**config.mk**
```make
export PLATFORM = sky130hd
export DESIGN_NAME = decimal_text_to_fixed_point_core
export DESIGN_NICKNAME = d
export VERILOG_FILES = /design/src/design/dttfp_pkg.sv /design/src/design/dttfp_accum.sv /design/src/design/dttfp_final.sv /design/src/design/decimal_text_to_fixed_point_core.sv
export SDC_FILE = /design/constraint.sdc
export NUM_CORES = 1
export LEC_CHECK = 0
export BUFFER_PORTS_ARGS = -buffer_cell sky130_fd_sc_hd__buf_2
export CORE_AREA = 4 4 251 253
export CTS_BUF_LIST = sky130_fd_sc_hd__clkbuf_16
export CTS_CLUSTER_DIAMETER = 120
export DETAILED_ROUTE_END_ITERATION = 16
export DIE_AREA = 0 0 255 257
export GPL_TIMING_DRIVEN = 0
export PLACE_DENSITY = 0.71
export SLEW_MARGIN = 30
export SYNTH_ARGS = -nofsm -noshare
export SYNTH_HDL_FRONTEND = slang
export SYNTH_SLANG_ARGS = --single-unit
```
**constraint.sdc**
```tcl
create_clock -name i_clk -period 8.31 [get_ports i_clk]
set_clock_uncertainty 0.1 [all_clocks]
set_input_delay 0.4155 -clock i_clk [delete_from_list [all_inputs] [get_ports i_clk]]
set_output_delay 0.4155 -clock i_clk [all_outputs]
set_load 0.02 [all_outputs]
```
**src/design/dttfp_pkg.sv**
```systemverilog
// Package for the decimal text to fixed-point converter.
// Holds the transaction types, character codes and the power-of-ten table.
// No dependencies.
package dttfp_pkg;

    localparam int FRAC_DIGITS = 6;
    localparam int CNT_W       = 5;
    localparam int FRAC_W      = 60;
    localparam int MAG_W       = 63;
    localparam int WIDE_W      = 68;

    localparam logic [7:0] CH_MINUS = 8'h2D;
    localparam logic [7:0] CH_DOT   = 8'h2E;
    localparam logic [7:0] CH_ZERO  = 8'h30;
    localparam logic [7:0] CH_NINE  = 8'h39;

    localparam logic [MAG_W-1:0] MAG_MAX = {MAG_W{1'b1}};
    localparam logic [63:0]      POS_SAT = {1'b0, {63{1'b1}}};
    localparam logic [63:0]      NEG_SAT = {1'b1, {63{1'b0}}};

    typedef struct packed {
        logic [7:0] char_code;
        logic       char_present;
        logic       last_char;
    } t_in;

    typedef struct packed {
        logic signed [63:0] fixed_value;
        logic               overflowed;
    } t_out;

    typedef struct packed {
        logic [MAG_W-1:0]  scaled;
        logic [FRAC_W-1:0] frac;
        logic              big;
        logic              neg;
    } t_fin;

    function automatic logic [63:0] pow10(input int n);
        logic [63:0] v;
        begin
            case (n)
                0:       v = 64'd1;
                1:       v = 64'd10;
                2:       v = 64'd100;
                3:       v = 64'd1000;
                4:       v = 64'd10000;
                5:       v = 64'd100000;
                6:       v = 64'd1000000;
                7:       v = 64'd10000000;
                8:       v = 64'd100000000;
                9:       v = 64'd1000000000;
                10:      v = 64'd10000000000;
                11:      v = 64'd100000000000;
                12:      v = 64'd1000000000000;
                13:      v = 64'd10000000000000;
                14:      v = 64'd100000000000000;
                15:      v = 64'd1000000000000000;
                16:      v = 64'd10000000000000000;
                17:      v = 64'd100000000000000000;
                18:      v = 64'd1000000000000000000;
                default: v = 64'd0;
            endcase
            return v;
        end
    endfunction

    localparam logic [63:0] SCALE = pow10(FRAC_DIGITS);

endpackage

```
**src/design/dttfp_accum.sv**
```systemverilog
// Character accumulator: parses one character per cycle into the scaled
// integer part and the padded fraction, and registers the final record,
// which stalls a last character while full. Depends on dttfp_pkg.
module dttfp_accum import dttfp_pkg::*; (
    input  logic i_clk,
    input  logic i_rst_n,
    input  logic i_item_valid,
    input  t_in  i_item,
    output logic o_item_take,
    input  logic i_fin_take,
    output logic o_fin_valid,
    output t_fin o_fin
);

    localparam logic [CNT_W-1:0] FD_CNT = CNT_W'(FRAC_DIGITS);

    logic [MAG_W-1:0]  r_scaled, n_scaled;
    logic [FRAC_W-1:0] r_frac, n_frac;
    logic [CNT_W-1:0]  r_count, n_count;
    logic              r_in_frac, n_in_frac;
    logic              r_neg, n_neg;
    logic              r_start, n_start;
    logic              r_big, n_big;
    logic              r_fin_valid;
    t_fin              r_fin;

    logic              fin_ready;
    logic [3:0]        digit;
    logic              is_digit;
    logic [WIDE_W-1:0] grown;
    logic [63:0]       frac_step;
    t_fin              fin_next;

    assign fin_ready   = !r_fin_valid || i_fin_take;
    assign o_item_take = i_item_valid && (!i_item.last_char || fin_ready);
    assign o_fin_valid = r_fin_valid;
    assign o_fin       = r_fin;

    always_comb begin
        digit     = 4'(i_item.char_code - CH_ZERO);
        is_digit  = i_item.char_code inside {[CH_ZERO:CH_NINE]};
        grown     = (WIDE_W'(r_scaled) << 3) + (WIDE_W'(r_scaled) << 1)
                    + WIDE_W'(digit) * WIDE_W'(SCALE);
        frac_step = 64'(digit) * pow10(FRAC_DIGITS - 1 - int'(r_count));

        n_scaled  = r_scaled;
        n_frac    = r_frac;
        n_count   = r_count;
        n_in_frac = r_in_frac;
        n_neg     = r_neg;
        n_start   = r_start;
        n_big     = r_big;

        if (i_item.char_present) begin
            n_start = 1'b0;
            if (i_item.char_code == CH_MINUS) begin
                if (r_start) begin
                    n_neg = 1'b1;
                end
            end else if (i_item.char_code == CH_DOT) begin
                n_in_frac = 1'b1;
            end else if (is_digit) begin
                if (r_in_frac) begin
                    if (r_count < FD_CNT) begin
                        n_frac  = r_frac + frac_step[FRAC_W-1:0];
                        n_count = r_count + 1'b1;
                    end
                end else if (!r_big) begin
                    if (grown > WIDE_W'(MAG_MAX)) begin
                        n_big = 1'b1;
                    end else begin
                        n_scaled = grown[MAG_W-1:0];
                    end
                end
            end
        end

        fin_next.scaled = n_scaled;
        fin_next.frac   = n_frac;
        fin_next.big    = n_big;
        fin_next.neg    = n_neg;
    end

    always_ff @(posedge i_clk) begin
        if (!i_rst_n) begin
            r_scaled    <= '0;
            r_frac      <= '0;
            r_count     <= '0;
            r_in_frac   <= 1'b0;
            r_neg       <= 1'b0;
            r_start     <= 1'b1;
            r_big       <= 1'b0;
            r_fin_valid <= 1'b0;
        end else begin
            if (o_item_take) begin
                if (i_item.last_char) begin
                    r_scaled  <= '0;
                    r_frac    <= '0;
                    r_count   <= '0;
                    r_in_frac <= 1'b0;
                    r_neg     <= 1'b0;
                    r_start   <= 1'b1;
                    r_big     <= 1'b0;
                end else begin
                    r_scaled  <= n_scaled;
                    r_frac    <= n_frac;
                    r_count   <= n_count;
                    r_in_frac <= n_in_frac;
                    r_neg     <= n_neg;
                    r_start   <= n_start;
                    r_big     <= n_big;
                end
            end
            if (o_item_take && i_item.last_char) begin
                r_fin_valid <= 1'b1;
            end else if (i_fin_take) begin
                r_fin_valid <= 1'b0;
            end
        end
    end

    always_ff @(posedge i_clk) begin
        if (o_item_take && i_item.last_char) begin
            r_fin <= fin_next;
        end
    end

endmodule

```
**src/design/dttfp_final.sv**
```systemverilog
// Result stage: combines integer and fraction, saturates, applies the sign
// and holds the result transaction. Depends on dttfp_pkg.
module dttfp_final import dttfp_pkg::*; (
    input  logic i_clk,
    input  logic i_rst_n,
    input  logic i_fin_valid,
    input  t_fin i_fin,
    output logic o_fin_take,
    input  logic i_stall,
    output logic o_valid,
    output t_out o_data
);

    logic        r_valid;
    t_out        r_data;
    logic [63:0] sum;
    logic        ovf;
    t_out        res;

    assign o_fin_take = i_fin_valid && (!r_valid || !i_stall);
    assign o_valid    = r_valid;
    assign o_data     = r_data;

    always_comb begin
        sum = {1'b0, i_fin.scaled} + 64'(i_fin.frac);
        ovf = i_fin.big || sum[63];
        res.overflowed = ovf;
        if (ovf) begin
            res.fixed_value = i_fin.neg ? NEG_SAT : POS_SAT;
        end else begin
            res.fixed_value = i_fin.neg ? (64'd0 - sum) : sum;
        end
    end

    always_ff @(posedge i_clk) begin
        if (!i_rst_n) begin
            r_valid <= 1'b0;
        end else if (o_fin_take) begin
            r_valid <= 1'b1;
        end else if (!i_stall) begin
            r_valid <= 1'b0;
        end
    end

    always_ff @(posedge i_clk) begin
        if (o_fin_take) begin
            r_data <= res;
        end
    end

endmodule

```
**src/design/decimal_text_to_fixed_point_core.sv**
```systemverilog
// Top level of the decimal text to fixed-point converter.
// Instantiates dttfp_accum and dttfp_final; depends on dttfp_pkg.
//
//   channel | ports                        | payload
//   --------+------------------------------+--------------------------------
//   in      | i_valid, o_stall, i_data     | char_code, char_present, last_char
//   out     | o_valid, i_stall, o_data     | fixed_value, overflowed
//
// One character per cycle while o_stall is low; the last character of a string
// passes the input register, the final record, then the result register.
// The character loop is one multiply-by-ten and add per cycle in dttfp_accum.
// Reset (sync, active low) clears control state; a new string starts after it.
// A stall on the output holds the result and backs up into o_stall only when
// a last character waits while the final record and result register are full.
module decimal_text_to_fixed_point_core import dttfp_pkg::*; (
    input  logic i_clk,
    input  logic i_rst_n,
    input  logic i_valid,
    output logic o_stall,
    input  t_in  i_data,
    output logic o_valid,
    input  logic i_stall,
    output t_out o_data
);

    logic r_in_valid;
    t_in  r_in;
    logic item_take;
    logic fin_valid;
    logic fin_take;
    t_fin fin;

    assign o_stall = r_in_valid && !item_take;

    always_ff @(posedge i_clk) begin
        if (!i_rst_n) begin
            r_in_valid <= 1'b0;
        end else if (i_valid && !o_stall) begin
            r_in_valid <= 1'b1;
        end else if (item_take) begin
            r_in_valid <= 1'b0;
        end
    end

    always_ff @(posedge i_clk) begin
        if (i_valid && !o_stall) begin
            r_in <= i_data;
        end
    end

    dttfp_accum u_accum (
        .i_clk        (i_clk),
        .i_rst_n      (i_rst_n),
        .i_item_valid (r_in_valid),
        .i_item       (r_in),
        .o_item_take  (item_take),
        .i_fin_take   (fin_take),
        .o_fin_valid  (fin_valid),
        .o_fin        (fin)
    );

    dttfp_final u_final (
        .i_clk       (i_clk),
        .i_rst_n     (i_rst_n),
        .i_fin_valid (fin_valid),
        .i_fin       (fin),
        .o_fin_take  (fin_take),
        .i_stall     (i_stall),
        .o_valid     (o_valid),
        .o_data      (o_data)
    );

endmodule

```
==> insert_results.sql, run 1 <==
INSERT INTO impl_metrics (metric_group, metric, value, unit) VALUES
('status', 'run_status', 'completed', ''),
('routing', 'drtPass1Iterations', '5', ''),
('sta', 'setup_slack', '329.9', 'ps'),
('routing', 'routed_wl', '99340', 'µm'),
('routing', 'ant_nets', '0', ''),
('placement', 'detailedPlacementHpwl', '80320', 'µm'),
('synth', 'yosysUniqueCellTypes', '111', ''),
('placement', 'gp_weighted_congestion', '0.9881', ''),
('worst_setup_path', 'crit_path_start', 'r_in[2]', ''),
('synth', 'synth-edff-count', '200', ''),
('sta', 'grt_setup_unrepaired', 'no', ''),
('worst_setup_path', 'crit_arrival', '8200', 'ps'),
('die', 'chipWidth', '255', 'µm'),
('placement', 'detailed_place.area', '34790', 'µm²'),
('cts', 'clock-sinks', '335', ''),
('run', 'max_cap_viol_count', '0', ''),
('global_route', 'antenna_found_initial', '3', ''),
('sta', 'timing.final.crit_share', '96.03', '%'),
('sta', 'hold_violations', '0', ''),
('worst_setup_path', 'cp_cell_sequence', 'clkinv_1 > fa_1 > inv_1 > ha_1 > a21o_1 > a21oi_1 > inv_1 > a21oi_1 > o21ai_0 > xor2_1 > ha_1 > nand4_1 > o21ai_0 > nand4_2 > nor4_4 > nand4b_1 > a2111o_1 > nand2_1 > nand3_1 > buf_2 > buf_2 > o21ai_1', ''),
('synth', 'yosysSeqAreaShare', '26.20', '%'),
('worst_setup_path', 'cp_slowest_stage_delay', '820', 'ps'),
('routing', 'drt-initial-drc-count', '2855', ''),
('final_layout', 'utilization', '59.34', '%'),
('cts', 'cts_tree', 'built', ''),
('worst_setup_path', 'crit_required', '8530', 'ps'),
('worst_setup_path', 'critical_path_sink_type', 'flop', ''),
('global_route', 'vias_in_the_first_global_route', '27144', ''),
('synth', 'synth_top_area_share', '18.07', '%'),
('cts', 'clock_input_transition_at_the_sequential_cells_of_the_worst_setup_and_hold_paths', '60', 'ps'),
('sta', 'timing.final.max_slew_violations', '0', ''),
('die', 'initial_core_util', '54.47', '%'),
('sta', 'slew_at_the_pin_closest_to_its_max_slew_limit', '974.5', 'ps'),
('hold_path', 'hp-class', 'in -> reg', ''),
('cts', 'clockRootBuffer', 'sky130_fd_sc_hd__clkbuf_16', ''),
('pwr', 'report.power.total', '4.185', 'mW'),
('sta', 'fmax', '125.3', 'MHz'),
('worst_setup_path', 'crit-reg2reg-launch', 'r_in[2]', ''),
('cts', 'cts.path.max_buffers', '3', ''),
('cts', 'htree_levels', '2', ''),
('synth', 'synthesis.yosys.warnings', '0', ''),
('synth', 'synth-seq-cells', '335', ''),
('die', 'dieArea', '65540', 'µm²'),
('routing', 'drc_errors', '0', ''),
('routing', 'detailroute.via_count', '29122', ''),
('global_route', 'grtUsageTotal', '29.81', '%'),
('final_layout', 'fin_area', '36210', 'µm²'),
('routing', 'viasPerCell', '6.021', ''),
('die', 'design.portCount', '81', ''),
('placement', 'port_buffers', '80', ''),
('sta', 'fin_worst_hold_slack', '69.97', 'ps'),
('synth', 'syn-instance-count', '3870', ''),
('sta', 'max_slew_headroom', '34.34', '%'),
('global_route', 'grt_overflow', '0', ''),
('cts', 'tritoncts.num_buffers', '38', ''),
('synth', 'synth_area_leader_cell', 'sky130_fd_sc_hd__edfxtp_1', ''),
('hold_path', 'min-delay-start', 'i_valid', ''),
('worst_setup_path', 'type_of_the_setup_path_with_the_least_slack', 'reg -> reg', ''),
('final_layout', 'flow.area_growth_from_synthesis', '8.951', '%'),
('routing', 'wire_per_inst', '20.54', 'µm'),
('global_route', 'grt_pass1_wl', '154600', 'µm'),
('synth', 'post_synth.cell_area_avg', '8.589', 'µm²'),
('die', 'core_area', '61030', 'µm²'),
('final_layout', 'final_nets', '4436', ''),
('worst_setup_path', 'cp-start-kind', 'flop', ''),
('worst_setup_path', 'path_max_fanout', '12', ''),
('pwr', 'ir_drop', '0.0001273', 'V'),
('die', 'num_rows', '91', ''),
('synth', 'synth_flop_cell', 'sky130_fd_sc_hd__edfxtp_1', ''),
('synth', 'postSynth.asyncResetShare', '0', '%'),
('worst_setup_path', 'cp_slowest_cell', 'sky130_fd_sc_hd__edfxtp_1', ''),
('final_layout', 'post_route_cells_drive_above_1_share', '6.574', '%'),
('global_route', 'grt_start_max_net_pins', '64', ''),
('synth', 'ys_top_cells_by_area', 'sky130_fd_sc_hd__edfxtp_1 18%, sky130_fd_sc_hd__fa_1 9.9%, sky130_fd_sc_hd__ha_1 9.1%', ''),
('synth', 'area_of_the_mapped_netlist', '33240', 'µm²'),
('sta', 'finalSetupViolCount', '0', ''),
('pwr', 'cellPowerDensity', '115.6', 'nW/µm²'),
('die', 'die_h', '257', 'µm'),
('placement', 'detailedPlace.worstSlack', '-824.2', 'ps'),
('pwr', 'static-leakage-power', '16.16', 'nW'),
('cts', 'worst_skew_pair.late_latency', '570', 'ps'),
('sta', 'period_needed', '7980', 'ps');
==> registers in the layout (all words and copies together), names as in the netlist <==
register             count
u_accum.o_fin          125
u_accum.r_start          1
u_accum.r_in_frac        1
u_accum.r_big            1
u_accum.r_neg            1
r_in_valid               1
r_in                    10
u_accum.r_count          5
u_final.o_data          65
u_accum.o_fin_valid      1
u_accum.r_scaled        63
u_final.o_valid          1
u_accum.r_frac          60
==> Yosys cell counts (11+ instances only) <==
cell / instances
sky130_fd_sc_hd__nand2b_1: 33
sky130_fd_sc_hd__a22o_1: 42
sky130_fd_sc_hd__and3_1: 107
sky130_fd_sc_hd__o21ai_0: 203
sky130_fd_sc_hd__dfxtp_1: 135
sky130_fd_sc_hd__o211ai_1: 18
sky130_fd_sc_hd__nor2_1: 211
sky130_fd_sc_hd__edfxtp_1: 200
sky130_fd_sc_hd__o31ai_1: 21
sky130_fd_sc_hd__nand4_1: 49
sky130_fd_sc_hd__xnor2_1: 150
sky130_fd_sc_hd__ha_1: 241
sky130_fd_sc_hd__a31o_2: 12
sky130_fd_sc_hd__mux2_1: 51
sky130_fd_sc_hd__nand2_1: 371
sky130_fd_sc_hd__o21bai_1: 33
sky130_fd_sc_hd__or3_1: 13
sky130_fd_sc_hd__xor2_1: 87
sky130_fd_sc_hd__inv_1: 361
sky130_fd_sc_hd__and2_1: 113
sky130_fd_sc_hd__buf_2: 20
sky130_fd_sc_hd__a21o_1: 130
sky130_fd_sc_hd__fa_1: 164
sky130_fd_sc_hd__mux2i_1: 11
sky130_fd_sc_hd__a22oi_1: 63
sky130_fd_sc_hd__nor4_1: 17
sky130_fd_sc_hd__and4_1: 11
sky130_fd_sc_hd__o21a_1: 31
sky130_fd_sc_hd__clkbuf_1: 130
sky130_fd_sc_hd__nor2b_1: 79
sky130_fd_sc_hd__nor3_1: 75
sky130_fd_sc_hd__a21oi_1: 298
sky130_fd_sc_hd__a211oi_1: 31
sky130_fd_sc_hd__nand3_1: 80
sky130_fd_sc_hd__a31oi_1: 20
sky130_fd_sc_hd__o21ai_1: 20
==> worst paths after layout <==
kind | endpoint | slack, ps | depth (start not counted)
max | u_accum.o_fin[64] | 330 | 22
min | r_in_valid | 70 | 2
max reg2reg | u_accum.o_fin[64] | 330 | 22
min reg2reg | u_accum.r_start | 360 | 2
==> metrics by stage <==
step | cells | setup TNS (ps)
CTS | 4834 | 0
finish | 4837 | 0
floorplan | 3881 | 0
detailed placement | 4755 | -2718
global placement | 4751 | -3169
global route | 4836 | 0
==> worst max-delay path, delay by kind of cell (launching register included) <==
family                     cells  cell delay (ps)
adders and majority gates      3             1470
xor gates and xnor gates       1              180
AOI/OAI and AO/OA              7             2010
and+or+nand+nor                6             1740
DFF                            1              820
buffers and inverters          5             1390
==> layout make-up <==
cell class / instances / area, µm²
antenna: 1 / 2.502
multi-input combinational: 3008 / 22550
clock inverter: 29 / 198.9
timing repair buffer: 97 / 608.1
fill: 5549 / 24810
inverter: 366 / 1381
tap: 790 / 988.4
sequential: 335 / 8710
clock buffer: 40 / 1001
buffer: 171 / 773.2
==> power breakdown <==
part           total, mW  switching (mW)  leakage, nW  internal [mW]
Clock               1.65           0.758        0.617          0.892
Sequential          1.81          0.0235         2.97           1.78
Combinational      0.729           0.471         12.6          0.257
Total               4.18            1.25         16.2           2.93
==> layer usage <==
metal  global-route usage (%)  part of all wire, %
met4                    10.49                  4.2
met2                    46.34                   44
met3                    4.973                  7.2
met5                        0                0.043
met1                    42.20                   45
==> logic make-up (layout without fill, tap and decap cells) <==
logic type / after synthesis / in the layout / synth area share (%)
AO/OA/AOI/OAI: 1059 / 1059 / 20.97
flip-flops: 335 / 335 / 26.20
XOR/XNOR: 238 / 238 / 6.294
AND/OR/NAND/NOR: 1227 / 1227 / 18.88
buffers and inverters: 538 / 703 / 6.456
other: 1 / 13 / 0.01128
multiplexers: 67 / 67 / 2.236
adder cells (fa/ha/maj): 405 / 405 / 18.95
==> repair_timing <==
action | 4_1_cts | 5_1_grt
hold buffers | 10 | 0
endpoints found under the hold margin | 10 | 0
gates resized for setup | 6 | 20
gates cloned | 0 | 0
buffers inserted | 0 | 3
pin swaps | 0 | 2
endpoints found under the setup margin | 7 | 20
==> cell usage in the layout (no fill, tap or decap), drive strengths merged, types with 13 or more instances in the layout <==
| cell type | count |
|---|---|
| nor4 | 20 |
| or3 | 13 |
| nor2b | 79 |
| dfxtp | 135 |
| o21bai | 34 |
| nor2 | 212 |
| nand3 | 80 |
| mux2 | 55 |
| o211ai | 20 |
| o21a | 31 |
| and2 | 113 |
| a211oi | 32 |
| buf | 129 |
| a21oi | 299 |
| o31ai | 22 |
| edfxtp | 200 |
| and3 | 108 |
| fa | 164 |
| clkinv | 13 |
| nand2b | 33 |
| nor3 | 78 |
| clkbuf | 169 |
| a31oi | 21 |
| a21o | 130 |
| ha | 241 |
| nand2 | 373 |
| nand4 | 53 |
| a22o | 42 |
| o21ai | 224 |
| inv | 380 |
| xnor2 | 151 |
| xor2 | 87 |
| a22oi | 63 |
No activity file was read; power rests on OpenSTA's default activity.
==> inputs of run 2 (changes only) <==
==> constraint.sdc (replaced) <==
create_clock -name i_clk -period 8.31 [get_ports i_clk]
set_clock_uncertainty 0.1 [all_clocks]
set_input_delay 0.831 -clock i_clk [delete_from_list [all_inputs] [get_ports i_clk]]
set_output_delay 0.831 -clock i_clk [all_outputs]
set_load 0.02 [all_outputs]
==> insert_results.sql, run 2 (same netlist as run 1, synthesis figures left out) <==
INSERT INTO impl_metrics (metric_group, metric, value, unit) VALUES
('global_route', 'grtUsageTotal', '29.77', '%'),
('global_route', 'antenna_found_initial', '3', ''),
('final_layout', 'flow.area_growth_from_synthesis', '8.650', '%'),
('sta', 'setup_tns', '0', 'ps'),
('final_layout', 'final_nets', '4426', ''),
('sta', 'fin_worst_hold_slack', '342.8', 'ps'),
('worst_setup_path', 'timing.reg2reg.setup_slack', '250', 'ps'),
('routing', 'ant_nets', '0', ''),
('final_layout', 'post_route_cells_drive_above_1_share', '6.591', '%'),
('pwr', 'netSwitchingPower', '1.249', 'mW'),
('routing', 'drtPass1Iterations', '6', ''),
('sta', 'fmax', '124.1', 'MHz'),
('placement', 'detailedPlacementHpwl', '80320', 'µm'),
('sta', 'period_needed', '8057', 'ps'),
('run', 'max_cap_viol_count', '0', ''),
('pwr', 'power.switching_fraction', '29.90', '%'),
('routing', 'wire_per_inst', '20.56', 'µm'),
('cts', 'cts_hold_buf', '0', ''),
('final_layout', 'num-fill-cells', '5566', ''),
('die', 'chipWidth', '255', 'µm'),
('global_route', 'grt_overflow', '0', ''),
('pwr', 'seq_power_share', '43.2', '%'),
('pwr', 'power.share.combinational', '17.3', '%'),
('pwr', 'ir_drop', '0.0001273', 'V'),
('routing', 'drt-initial-drc-count', '2851', ''),
('worst_setup_path', 'cp-start-kind', 'flop', ''),
('placement', 'detailedPlace.worstSlack', '-824.2', 'ps'),
('final_layout', 'multi_input_area', '22550', 'µm²'),
('pwr', 'cellPowerDensity', '115.7', 'nW/µm²'),
('routing', 'detailroute.via_count', '29042', ''),
('worst_setup_path', 'crit-reg2reg-launch', 'r_in[2]', ''),
('cts', 'htree_levels', '2', ''),
('die', 'dieArea', '65540', 'µm²'),
('final_layout', 'largest_reg_flops', '125', ''),
('placement', 'gp_weighted_congestion', '0.9881', ''),
('pwr', 'clkPwrFrac', '39.5', '%'),
('sta', 'hold_violations', '0', ''),
('sta', 'grt_setup_unrepaired', 'no', ''),
('sta', 'timing.final.max_slew_violations', '0', ''),
('worst_setup_path', 'type_of_the_setup_path_with_the_least_slack', 'reg -> reg', ''),
('routing', 'drc_errors', '0', ''),
('pwr', 'intPower', '2.929', 'mW'),
('global_route', 'grt_start_max_net_pins', '64', ''),
('global_route', 'vias_in_the_first_global_route', '27096', ''),
('pwr', 'static-leakage-power', '16.12', 'nW'),
('sta', 'timing.final.crit_share', '96.95', '%'),
('cts', 'clock_input_transition_at_the_sequential_cells_of_the_worst_setup_and_hold_paths', '70', 'ps'),
('routing', 'viasPerCell', '6.017', ''),
('die', 'initial_core_util', '54.47', '%'),
('final_layout', 'utilization', '59.18', '%'),
('hold_path', 'min-delay-start', 'i_data[9]', ''),
('cts', 'clockRootBuffer', 'sky130_fd_sc_hd__clkbuf_16', ''),
('final_layout', 'area.sequential', '8710', 'µm²'),
('worst_setup_path', 'crit_required', '8530', 'ps'),
('worst_setup_path', 'critical_path_sink_type', 'flop', ''),
('sta', 'setup_slack', '253.1', 'ps'),
('final_layout', 'most-common-layout-cells', '370 x sky130_fd_sc_hd__nand2_1, 368 x sky130_fd_sc_hd__inv_1, 296 x sky130_fd_sc_hd__a21oi_1', ''),
('worst_setup_path', 'path_max_fanout', '12', ''),
('die', 'design.portCount', '81', ''),
('status', 'run_status', 'completed', ''),
('cts', 'cts_tree', 'built', ''),
('die', 'die_h', '257', 'µm'),
('worst_setup_path', 'timing.rr.end', 'u_accum.o_fin[69]', ''),
('hold_path', 'hp-class', 'in -> reg', ''),
('final_layout', 'layout.cells.most_common', 'sky130_fd_sc_hd__nand2_1', ''),
('worst_setup_path', 'worst-r2r-cell-count', '22', ''),
('hold_path', 'whs_path_depth', '1', ''),
('hold_path', 'timing.hold.worst_endpoint', 'r_in[9]', ''),
('routing', 'routed_wl', '99240', 'µm'),
('cts', 'cts.path.max_buffers', '3', ''),
('cts', 'tritoncts.num_buffers', '38', ''),
('die', 'num_rows', '91', ''),
('worst_setup_path', 'crit_arrival', '8270', 'ps'),
('sta', 'max_slew_headroom', '34.94', '%'),
('placement', 'port_buffers', '80', ''),
('sta', 'slew_at_the_pin_closest_to_its_max_slew_limit', '965.7', 'ps'),
('cts', 'clock-sinks', '335', ''),
('sta', 'finalSetupViolCount', '0', ''),
('cts', 'worst_skew_pair.late_latency', '580', 'ps'),
('die', 'core_area', '61030', 'µm²'),
('global_route', 'grt_pass1_wl', '154400', 'µm');
run 2: cell types whose count changed in the layout (fill, tap and decap cells not counted):
| cell | previous run | this run |
|---|---|---|
| sky130_fd_sc_hd__dlygate4sd3_1 | 10 | 0 |
run 2: critical path: stages, from the launching register on:
cell                       delay, ps
sky130_fd_sc_hd__edfxtp_1        830
sky130_fd_sc_hd__clkinv_1        680
sky130_fd_sc_hd__fa_1            790
sky130_fd_sc_hd__inv_1            60
sky130_fd_sc_hd__ha_1            290
sky130_fd_sc_hd__a21o_1          170
sky130_fd_sc_hd__a21oi_1         210
sky130_fd_sc_hd__inv_1            70
sky130_fd_sc_hd__a21oi_1         140
sky130_fd_sc_hd__o21ai_0         100
sky130_fd_sc_hd__xor2_1          180
sky130_fd_sc_hd__ha_1            400
sky130_fd_sc_hd__nand4_1         120
sky130_fd_sc_hd__o21ai_0         680
sky130_fd_sc_hd__nand4_2         410
sky130_fd_sc_hd__nor4_4          390
sky130_fd_sc_hd__nand4b_1        240
sky130_fd_sc_hd__a2111o_1        340
sky130_fd_sc_hd__nand2_1         270
sky130_fd_sc_hd__nand3_1         310
sky130_fd_sc_hd__buf_2           340
sky130_fd_sc_hd__buf_2           260
sky130_fd_sc_hd__o21ai_1         410
run 2: per-stage QoR:
| step | cells | total power, mW | area, µm² |
|---|---|---|---|
| 3_3_place_gp | 4751 | 2.539 | 34670 |
| 4_1_cts | 4824 | 4.183 | 36020 |
| 2_1_floorplan | 3881 | 2.349 | 33280 |
| 6_report | 4827 | 4.178 | 36110 |
| 5_1_grt | 4826 | 4.341 | 36110 |
| 3_5_place_dp | 4755 | 2.548 | 34790 |
run 2: area by class of cell:
cell class                 count  share of cell area, %
inverter                     366                  3.825
clock buffer                  40                  2.772
clock inverter                29                 0.5509
antenna                        1               0.006929
multi-input combinational   3008                  62.44
timing repair buffer          87                  1.407
buffer                       171                  2.141
tap                          790                  2.737
sequential                   335                  24.12
run 2: power by group through the flow:
| stage | clock, mW | combinational, mW | sequential [mW] |
|---|---|---|---|
| 2_1_floorplan | 0 | 0.509 | 1.84 |
| 6_report | 1.65 | 0.724 | 1.81 |
| 3_3_place_gp | 0 | 0.692 | 1.85 |
| 3_5_place_dp | 0 | 0.706 | 1.84 |
| 5_1_grt | 1.74 | 0.798 | 1.81 |
| 4_1_cts | 1.67 | 0.712 | 1.81 |
run 2: timing repair:
action / CTS / global route
resized for setup: 6 / 20
buffers inserted: 0 / 3
endpoints found under the setup margin: 7 / 20
pin swaps: 0 / 2
run 2: how the worst max path moves through the flow:
stage	start	end	slack, ps	cells past startpoint
2_1_floorplan	u_accum.r_count[1]	u_accum.o_fin[60]	940	31
3_3_place_gp	u_accum.r_count[1]	u_accum.o_fin[60]	-820	31
3_5_place_dp	u_accum.r_count[1]	u_accum.o_fin[60]	-820	29
4_1_cts	u_accum.r_count[1]	u_accum.o_fin[60]	6	31
5_1_grt	u_accum.r_count[2]	u_accum.o_fin[60]	0.3	30
6_report	r_in[2]	u_accum.o_fin[69]	250	22
run 2: layer usage:
metal | GRT usage (%) | share of wire, % | vias to the layer above
met2 | 46.27 | 44 | 1137
met5 | 0 | 0.043 | -
met1 | 42.15 | 44 | 13682
li1 | - | - | 14002
met3 | 4.983 | 7.5 | 215
met4 | 10.49 | 4.2 | 6
